==> config.mk <==
export PLATFORM = sky130hd
export DESIGN_NAME = radial_spotlight_luma
export DESIGN_NICKNAME = d
export VERILOG_FILES = /design/src/rtl/rsl_pkg.sv /design/src/rtl/radial_spotlight_luma.sv /design/src/rtl/rsl_dist.sv /design/src/rtl/rsl_sqrt.sv /design/src/rtl/rsl_scale.sv
export SDC_FILE = /design/constraint.sdc
export NUM_CORES = 2
export LEC_CHECK = 0
export BUFFER_PORTS_ARGS = -buffer_cell sky130_fd_sc_hd__buf_2
export CORE_ASPECT_RATIO = 1.25
export CORE_MARGIN = 2
export CORE_UTILIZATION = 37
export CTS_CLUSTER_DIAMETER = 200
export DETAILED_ROUTE_END_ITERATION = 10
export RECOVER_POWER = 50
export SLEW_MARGIN = 20
export SYNTH_ARGS = -nofsm -noshare
export SYNTH_HDL_FRONTEND = slang
export SYNTH_SLANG_ARGS = --single-unit
==> constraint.sdc <==
create_clock -name i_clk -period 14.8 [get_ports i_clk]
set_input_delay 1.48 -clock i_clk [delete_from_list [all_inputs] [get_ports i_clk]]
set_output_delay 1.48 -clock i_clk [all_outputs]
set_load 0.005 [all_outputs]
==> src/rtl/rsl_pkg.sv <==
// Shared types, constants and a helper function of the radial spotlight luma block.
package rsl_pkg;

    localparam int CFG_W  = 12;
    localparam int LUMA_W = 16;
    localparam int SQ_W   = 16;
    localparam int ROOT_W = 8;
    localparam int SQRT_STAGES = 4;

    typedef logic [0:0] t_cfg_idx;
    localparam t_cfg_idx REG_CENTER_X = 1'b0;
    localparam t_cfg_idx REG_CENTER_Y = 1'b1;

    localparam int DIST_CAP_SQ = 25600;
    localparam logic [ROOT_W-1:0] DIST_CAP  = 8'd160;
    localparam logic [ROOT_W-1:0] SCALE_DEN = 8'd200;

    // x / 200 == (x >> 3) / 25; the /25 is a multiply by ceil(2^32 / 25), exact for x < 2^24
    localparam int PROD_W  = LUMA_W + ROOT_W;
    localparam int QIN_W   = PROD_W - 3;
    localparam int RECIP_W = 28;
    localparam logic [RECIP_W-1:0] RECIP25 = 28'd171798692;
    localparam int RECIP_SHIFT = 32;
    localparam int QPROD_W = QIN_W + RECIP_W;

    typedef struct packed {
        logic [SQ_W-1:0] rem;
        logic [SQ_W-1:0] root;
    } t_sqrt;

    // One digit of the restoring square root
    function automatic t_sqrt sqrt_step(t_sqrt s, logic [SQ_W-1:0] b);
        t_sqrt       o;
        logic [SQ_W:0] trial;
        trial = {1'b0, s.root} + {1'b0, b};
        if ({1'b0, s.rem} >= trial) begin
            o.rem  = s.rem - trial[SQ_W-1:0];
            o.root = (s.root >> 1) + b;
        end else begin
            o.rem  = s.rem;
            o.root = s.root >> 1;
        end
        return o;
    endfunction

endpackage

==> src/rtl/radial_spotlight_luma.sv <==
// Throughput: one item per cycle while not stalled; ten register stages (3 distance, 4 square root, 3 scale).
// The whole pipeline advances together; it holds only while a result waits under i_stall.
// Reset (synchronous, active low) clears all stage valid bits and both centre registers.
// Configuration writes are always taken (o_cfg_ready is tied high).
module radial_spotlight_luma #(
    parameter int COORD_BITS = 12
) (
    input  logic                       i_clk,
    input  logic                       i_rst_n,
    input  logic                       i_valid,
    output logic                       o_stall,
    input  logic [COORD_BITS-1:0]      i_pix_x,
    input  logic [COORD_BITS-1:0]      i_pix_y,
    input  logic [rsl_pkg::LUMA_W-1:0] i_luma_in,
    output logic                       o_valid,
    input  logic                       i_stall,
    output logic [rsl_pkg::LUMA_W-1:0] o_luma_out,
    input  logic                       i_cfg_valid,
    output logic                       o_cfg_ready,
    input  rsl_pkg::t_cfg_idx          i_cfg_index,
    input  logic [rsl_pkg::CFG_W-1:0]  i_cfg_data
);
    import rsl_pkg::*;

    localparam int CEXT_W = (COORD_BITS > CFG_W) ? COORD_BITS : CFG_W;

    logic [CFG_W-1:0]      r_center_x, r_center_y;
    logic [CEXT_W-1:0]     cen_x_ext, cen_y_ext;
    logic                  en;
    logic                  d_vld, d_clamp, q_vld;
    logic [SQ_W-1:0]       d_sq;
    logic [LUMA_W-1:0]     d_luma, q_luma;
    logic [ROOT_W-1:0]     q_dist;

    assign o_cfg_ready = 1'b1;

    always_ff @(posedge i_clk) begin
        if (!i_rst_n) begin
            r_center_x <= '0;
            r_center_y <= '0;
        end else if (i_cfg_valid) begin
            unique case (i_cfg_index)
                REG_CENTER_X: r_center_x <= i_cfg_data;
                REG_CENTER_Y: r_center_y <= i_cfg_data;
                default: ;
            endcase
        end
    end

    // centre is taken modulo 2^COORD_BITS
    assign cen_x_ext = CEXT_W'(r_center_x);
    assign cen_y_ext = CEXT_W'(r_center_y);

    assign en      = !(o_valid && i_stall);
    assign o_stall = !en;

    rsl_dist #(.COORD_BITS(COORD_BITS)) u_dist (
        .i_clk   (i_clk),
        .i_rst_n (i_rst_n),
        .i_en    (en),
        .i_vld   (i_valid),
        .i_pix_x (i_pix_x),
        .i_pix_y (i_pix_y),
        .i_cen_x (cen_x_ext[COORD_BITS-1:0]),
        .i_cen_y (cen_y_ext[COORD_BITS-1:0]),
        .i_luma  (i_luma_in),
        .o_vld   (d_vld),
        .o_clamp (d_clamp),
        .o_sq    (d_sq),
        .o_luma  (d_luma)
    );

    rsl_sqrt u_sqrt (
        .i_clk   (i_clk),
        .i_rst_n (i_rst_n),
        .i_en    (en),
        .i_vld   (d_vld),
        .i_clamp (d_clamp),
        .i_sq    (d_sq),
        .i_luma  (d_luma),
        .o_vld   (q_vld),
        .o_dist  (q_dist),
        .o_luma  (q_luma)
    );

    rsl_scale u_scale (
        .i_clk   (i_clk),
        .i_rst_n (i_rst_n),
        .i_en    (en),
        .i_vld   (q_vld),
        .i_dist  (q_dist),
        .i_luma  (q_luma),
        .o_vld   (o_valid),
        .o_luma  (o_luma_out)
    );

endmodule

==> src/rtl/rsl_dist.sv <==
// Distance front end: absolute differences, squares, sum and clamp detect (3 stages).
module rsl_dist #(
    parameter int COORD_BITS = 12
) (
    input  logic                       i_clk,
    input  logic                       i_rst_n,
    input  logic                       i_en,
    input  logic                       i_vld,
    input  logic [COORD_BITS-1:0]      i_pix_x,
    input  logic [COORD_BITS-1:0]      i_pix_y,
    input  logic [COORD_BITS-1:0]      i_cen_x,
    input  logic [COORD_BITS-1:0]      i_cen_y,
    input  logic [rsl_pkg::LUMA_W-1:0] i_luma,
    output logic                       o_vld,
    output logic                       o_clamp,
    output logic [rsl_pkg::SQ_W-1:0]   o_sq,
    output logic [rsl_pkg::LUMA_W-1:0] o_luma
);
    import rsl_pkg::*;

    localparam int SQ2_W = 2 * COORD_BITS;
    localparam int SUM_W = SQ2_W + 1;
    localparam int CMP_W = (SUM_W > SQ_W) ? SUM_W : SQ_W;

    logic [COORD_BITS-1:0] r_dx, r_dy;
    logic [SQ2_W-1:0]      r_sqx, r_sqy;
    logic [2:0]            r_vld;
    logic [LUMA_W-1:0]     r_luma1, r_luma2, r_luma3;
    logic                  r_clamp;
    logic [SQ_W-1:0]       r_sq;
    logic [CMP_W-1:0]      n_sum;

    assign n_sum = CMP_W'(r_sqx) + CMP_W'(r_sqy);

    always_ff @(posedge i_clk) begin
        if (!i_rst_n) begin
            r_vld <= '0;
        end else if (i_en) begin
            r_vld <= {r_vld[1:0], i_vld};
        end
    end

    always_ff @(posedge i_clk) begin
        if (i_en) begin
            r_dx    <= (i_pix_x >= i_cen_x) ? i_pix_x - i_cen_x : i_cen_x - i_pix_x;
            r_dy    <= (i_pix_y >= i_cen_y) ? i_pix_y - i_cen_y : i_cen_y - i_pix_y;
            r_luma1 <= i_luma;
            r_sqx   <= SQ2_W'(r_dx) * SQ2_W'(r_dx);
            r_sqy   <= SQ2_W'(r_dy) * SQ2_W'(r_dy);
            r_luma2 <= r_luma1;
            // below the cap the sum fits in 15 bits
            r_clamp <= (n_sum >= CMP_W'(DIST_CAP_SQ));
            r_sq    <= n_sum[SQ_W-1:0];
            r_luma3 <= r_luma2;
        end
    end

    assign o_vld   = r_vld[2];
    assign o_clamp = r_clamp;
    assign o_sq    = r_sq;
    assign o_luma  = r_luma3;

endmodule

==> src/rtl/rsl_sqrt.sv <==
// Pipelined integer square root, two digits per stage.
module rsl_sqrt (
    input  logic                       i_clk,
    input  logic                       i_rst_n,
    input  logic                       i_en,
    input  logic                       i_vld,
    input  logic                       i_clamp,
    input  logic [rsl_pkg::SQ_W-1:0]   i_sq,
    input  logic [rsl_pkg::LUMA_W-1:0] i_luma,
    output logic                       o_vld,
    output logic [rsl_pkg::ROOT_W-1:0] o_dist,
    output logic [rsl_pkg::LUMA_W-1:0] o_luma
);
    import rsl_pkg::*;

    t_sqrt             r_st    [SQRT_STAGES];
    logic              r_vld   [SQRT_STAGES];
    logic              r_clamp [SQRT_STAGES];
    logic [LUMA_W-1:0] r_luma  [SQRT_STAGES];

    genvar s;
    generate
        for (s = 0; s < SQRT_STAGES; s++) begin : g_stg
            t_sqrt             in_st;
            t_sqrt             n_st;
            logic              in_vld;
            logic              in_clamp;
            logic [LUMA_W-1:0] in_luma;

            if (s == 0) begin : g_first
                assign in_st    = '{rem: i_sq, root: '0};
                assign in_vld   = i_vld;
                assign in_clamp = i_clamp;
                assign in_luma  = i_luma;
            end else begin : g_next
                assign in_st    = r_st[s-1];
                assign in_vld   = r_vld[s-1];
                assign in_clamp = r_clamp[s-1];
                assign in_luma  = r_luma[s-1];
            end

            always_comb begin
                n_st = in_st;
                for (int j = 0; j < 2; j++) begin
                    n_st = sqrt_step(n_st, SQ_W'(1) << (SQ_W - 2 - 4 * s - 2 * j));
                end
            end

            always_ff @(posedge i_clk) begin
                if (!i_rst_n) begin
                    r_vld[s] <= 1'b0;
                end else if (i_en) begin
                    r_vld[s] <= in_vld;
                end
            end

            always_ff @(posedge i_clk) begin
                if (i_en) begin
                    r_st[s]    <= n_st;
                    r_clamp[s] <= in_clamp;
                    r_luma[s]  <= in_luma;
                end
            end
        end
    endgenerate

    assign o_vld  = r_vld[SQRT_STAGES-1];
    assign o_dist = r_clamp[SQRT_STAGES-1] ? DIST_CAP : r_st[SQRT_STAGES-1].root[ROOT_W-1:0];
    assign o_luma = r_luma[SQRT_STAGES-1];

endmodule

==> src/rtl/rsl_scale.sv <==
// Luma scaling by (200 - d) / 200 and output register.
module rsl_scale (
    input  logic                       i_clk,
    input  logic                       i_rst_n,
    input  logic                       i_en,
    input  logic                       i_vld,
    input  logic [rsl_pkg::ROOT_W-1:0] i_dist,
    input  logic [rsl_pkg::LUMA_W-1:0] i_luma,
    output logic                       o_vld,
    output logic [rsl_pkg::LUMA_W-1:0] o_luma
);
    import rsl_pkg::*;

    logic [2:0]         r_vld;
    logic [PROD_W-1:0]  r_prod;
    logic [QPROD_W-1:0] r_qprod;
    logic [LUMA_W-1:0]  r_luma_out;
    logic [ROOT_W-1:0]  n_factor;

    assign n_factor = SCALE_DEN - i_dist;

    always_ff @(posedge i_clk) begin
        if (!i_rst_n) begin
            r_vld <= '0;
        end else if (i_en) begin
            r_vld <= {r_vld[1:0], i_vld};
        end
    end

    always_ff @(posedge i_clk) begin
        if (i_en) begin
            r_prod     <= PROD_W'(i_luma) * PROD_W'(n_factor);
            r_qprod    <= QPROD_W'(r_prod[PROD_W-1:3]) * QPROD_W'(RECIP25);
            r_luma_out <= r_qprod[RECIP_SHIFT +: LUMA_W];
        end
    end

    assign o_vld  = r_vld[2];
    assign o_luma = r_luma_out;

endmodule

Word level (Yosys, flattened, before mapping) --
Memory sizes are Yosys's and may differ from the RTL's. A register that Yosys moved wholly into a read port is not among the register bits. Index checks and enable logic that the tools add are counted.
Word-level totals: bits in registers 253, bits in writable memories 200, input bits 58, memories kept 4
Memories:
- u_sqrt.r_st | words 4, width 32, rd ports 4, clocked after memory_dff 0, write ports 4, RTL line rsl_sqrt.sv:16 | t_sqrt r_st [SQRT_STAGES];
- u_sqrt.r_luma | words 4, width 16, rd ports 4, clocked after memory_dff 0, write ports 4, RTL line rsl_sqrt.sv:19 | logic [LUMA_W-1:0] r_luma [SQRT_STAGES];
- u_sqrt.r_clamp | words 4, width 1, rd ports 4, clocked after memory_dff 0, write ports 4, RTL line rsl_sqrt.sv:18 | logic r_clamp [SQRT_STAGES];
- u_sqrt.r_vld | words 4, width 1, rd ports 4, clocked after memory_dff 1, write ports 4, RTL line rsl_sqrt.sv:17 | logic r_vld [SQRT_STAGES];
Operators by class: add/subtract/negate cells 28, multipliers 4, order comparisons 11, mux-type cells 19, bitwise gates (word level) 5, reductions and logical operators 5
Operators by type and width (count):
- $mux 32 | 8
- $ge 16x17->1 | 7
- $sub 16x16->16 | 7
- $mul 12x12->24 | 2
- $sub 12x12->12 | 4
- $mul 21x26->46 const B | 1
- $add 24x24->25 | 1
- $ge 25x15->1 const B | 1
- $ge 12x12->1 | 2
- $mul 16x8->24 | 1
- $mux 12 | 2
- $add 16x1->17 const B | 1
- $add 16x11->17 const B | 1
- $add 16x13->17 const B | 1
- $add 16x3->17 const B | 1
- $add 16x5->17 const B | 1
- $add 16x7->17 const B | 1
- $add 16x9->17 const B | 1
- $add 15x1->16 const B | 1
- $add 15x11->16 const B | 1
- $add 15x13->16 const B | 1
- $add 15x3->16 const B | 1
- $add 15x5->16 const B | 1
- $add 15x7->16 const B | 1
- other kinds (11) | 23

Logic depth before layout (Yosys ltp) --
An unclocked memory read counts as a cell.
depth after elaboration 7, mapped depth 29, gate-level depth less buffers 27

Hierarchy --
Synthesis repeated with hierarchy kept, for this count alone.
Unflattened totals: cells, all modules 3457, area total of the unflattened synthesis 36671.4 µm²
By module, submodules not included:
- rsl_dist | times used 1, cells each 1503, area each 15183.3 µm²
- rsl_scale | times used 1, cells each 1353, area each 13869.6 µm²
- rsl_sqrt | times used 1, cells each 504, area each 6678.9 µm²
- radial_spotlight_luma | times used 1, cells each 97, area each 939.7 µm²

Worst setup path after synthesis --
No wires, ideal clock.
path kind input -> register, from in i_stall, to mem u_sqrt.r_vld[0] (data pin), library setup time 0.199 ns, arrival time 11.279 ns, setup slack 3.321 ns, stages on the path 3, path buffers 1, path through nand2_1 > clkbuf_1 > and3_1
RTL lines:
- from (decl) | RTL line radial_spotlight_luma.sv:16 | input logic i_stall,
- to (decl) | RTL line rsl_sqrt.sv:17

==> out/qor.yml <==
violations: "max-capacitance violations, max-slew violations"
area_growth_pct: 8.90
cp_data_arrival_time_ns: 7.62
rsz0062_at_grt: "no"
synth_area_mm2: 0.0357
holdPathEnd: "u_dist.r_luma2[2]$_DFFE_PN_"
netlist_instances: 3328
antenna_cells: 0
multi_input_area_mm2: 0.0225
cts.clk_slew.worst_paths_ns: 0.06
final-seq-area_mm2: 0.0104
synth_xor_area_frac: 0.0338
rrSetupSlack_ns: 7.57
period_share: 0.489
post_route_cells_drive_above_1_share: 0.0480
r2r-start: "u_sqrt.r_clamp[3]$_DFFE_PN_"
finalCriticalPeriod_ns: 7.23
fill_cells: 9322
grt_usage: 0.147
die-width_um: 282
start_util: 0.373
overflow: 0
final_common_cell: "inv_1"
grt_pass1_vias: 23700
setup_tns_ns: 0
cts.sinks: 358
hold_buffers: 0
cts_resized: 0
worstMarginPinSlew_ns: 4.04
grt_max_degree: 85
cts_buffers: 43
cts_root_buf: "clkbuf_16"
synth_area_per_cell_um2: 10.7
setup_viol: 0
ys_seq_elements: 358
coreArea_mm2: 0.0958
num_io_pins: 77
crit_chain: "nor2b_2 -> inv_1 -> ha_1 -> inv_1 -> o21ai_0 -> nand2_1 -> xor2_1 -> nor2_1 -> and2_1 -> fa_1 -> fa_1 -> fa_1 -> inv_1 -> fa_1 -> inv_1 -> ha_1 -> o21a_1 -> nor2_1 -> a21oi_1 -> a41oi_1 -> a21oi_1 -> a21oi_1 -> mux2_2 -> a221oi_1"
async_flop_share: 0
post-dp-hpwl_um: 58000
crit_path_max_incr_delay_ns: 0.79
worstHoldPathType: "reg -> reg"
detail_route.vias_per_cell: 4.75
synthAdderAreaFrac: 0.403
skew_ns: 0.0319
ys_seq_area_frac: 0.292
totalWireLength_um: 70700
clock_latency_ns: 0.59
ff2ff_path_depth: 24
crit_slowest_cell: "nor2_1"
cts_buffer_depth: 3
synth_top_family_by_area: "adder cells"
path_max_fanout: 16
cp_data_required_time_ns: 15.19
hold_violations: 0
cts_tree: "yes"
crit_path_end_kind: "flip-flop"
syn_nets: 4286
drv_slew: 120
grt_pass1_wl_um: 117000
ant_nets: 0
layout_common_cells: "inv_1, ha_1, fa_1, edfxtp_1, nand2_1"
synth_compound_area_frac: 0.0778
outcome: "finished, violations left"
nets: 4359
min_from: "u_dist.r_luma1[2]$_DFFE_PN_"
port_buffers: 75
reg2reg_to: "u_scale.r_prod[21]$_DFFE_PN_"
drtPass1Iterations: 5
cts_setup_buffers: 0
gp_congestion: 0.892
rows: 127
wl_per_cell_um: 15.0
critPathKind: "reg -> reg"
synth_cell_types: 80
synthMuxAreaShare: 0.00753
critPathLaunchType: "flip-flop"
route.detailed.drc: 0
dieHeight_um: 351
max_slew_margin: -1.69
maxCapViolations: 2
fmax_ghz: 0.138
dieArea_mm2: 0.0991
first_iter_violations: 879
whs_path_depth: 0
num_vias: 22400
htree_levels: 2
synth_edf_count: 327
yosys.area_share.simple: 0.108
yosysWarnings: 0
synth_top_flop_cell: "edfxtp_1"
antenna_found_initial: 0
-- final cells by class --
type | count | area share
tap | 1290 | 0.0415
clock buffer | 47 | 0.0280
clock inverter | 32 | 0.00817
sequential | 358 | 0.268
inverter | 674 | 0.0650
multi-input combinational | 2239 | 0.578
timing repair buffer | 85 | 0.0107
-- worst max-delay path, delay by kind of cell, from the launching register on --
kind	cells	cell delay, ns
AOI/OAI and AO/OA	7	1.32
xor gates and xnor gates	1	0.07
adders and majority gates	6	2.60
buffers and inverters	4	0.25
DFF	1	0.51
muxes	1	0.38
and+or+nand+nor	5	1.91
-- flip-flops by register name, indices dropped and copies added, names as in the netlist, 21 cells and up --
signal / count
u_sqrt.r_luma: 64
u_dist.r_sqy: 23
u_dist.r_sqx: 23
u_sqrt.r_st: 68
u_scale.r_prod: 21
-- logic make-up after synthesis --
logic type               after synthesis
buffers and inverters                731
XOR/XNOR                             138
other                                  1
flip-flops                           358
AO/OA/AOI/OAI                        430
multiplexers                          26
AND/OR/NAND/NOR                      744
adder cells (fa/ha/maj)              900
-- routing by layer --
metal,share of wire,global-route usage
met1,0.40,0.166
met3,0.026,0.0197
met4,0.028,0.0432
met2,0.55,0.285
met5,0,0
-- through the flow --
step / cell area [um^2] / util / hold WS (ns) / std cells / setup WS [ns]
detailed placement: 37600 / 0.392 / 0.405 / 4646 / 7.20
finish: 38900 / 0.406 / 0.405 / 4725 / 7.57
CTS: 39000 / 0.407 / 0.412 / 4725 / 7.17
global route: 38900 / 0.406 / 0.424 / 4725 / 7.13
floorplan: 35700 / - / 0.400 / 3328 / 3.32
global placement: 37600 / 0.392 / 0.401 / 4646 / 7.36
-- cell usage after synthesis, types with 48 or more instances --
library cell,instances,area (um^2)
o21ai_0,81,405
inv_1,672,2520
fa_1,416,8330
xnor2_1,97,850
clkbuf_1,48,180
ha_1,484,6060
nand2_1,217,815
edfxtp_1,327,9820
a21oi_1,126,631
nor2b_1,48,300
and2_1,171,1070
nor2_1,111,417
-- worst max-delay path by stage --
stage                                     start                            to  slack [ns]
floorplan                               i_stall     u_sqrt.r_vld[0]$_DFFE_PP_        3.32
global route        u_sqrt.r_clamp[3]$_DFFE_PN_  u_scale.r_prod[22]$_DFFE_PN_        7.13
global placement    u_sqrt.r_clamp[3]$_DFFE_PN_  u_scale.r_prod[22]$_DFFE_PN_        7.36
CTS                 u_sqrt.r_clamp[3]$_DFFE_PN_  u_scale.r_prod[21]$_DFFE_PN_        7.17
finish              u_sqrt.r_clamp[3]$_DFFE_PN_  u_scale.r_prod[21]$_DFFE_PN_        7.57
detailed placement  u_sqrt.r_clamp[3]$_DFFE_PN_  u_scale.r_prod[21]$_DFFE_PN_        7.20
Power is not shown: default switching activity piles up to over one toggle a cycle in this logic, so the estimate is an artifact.
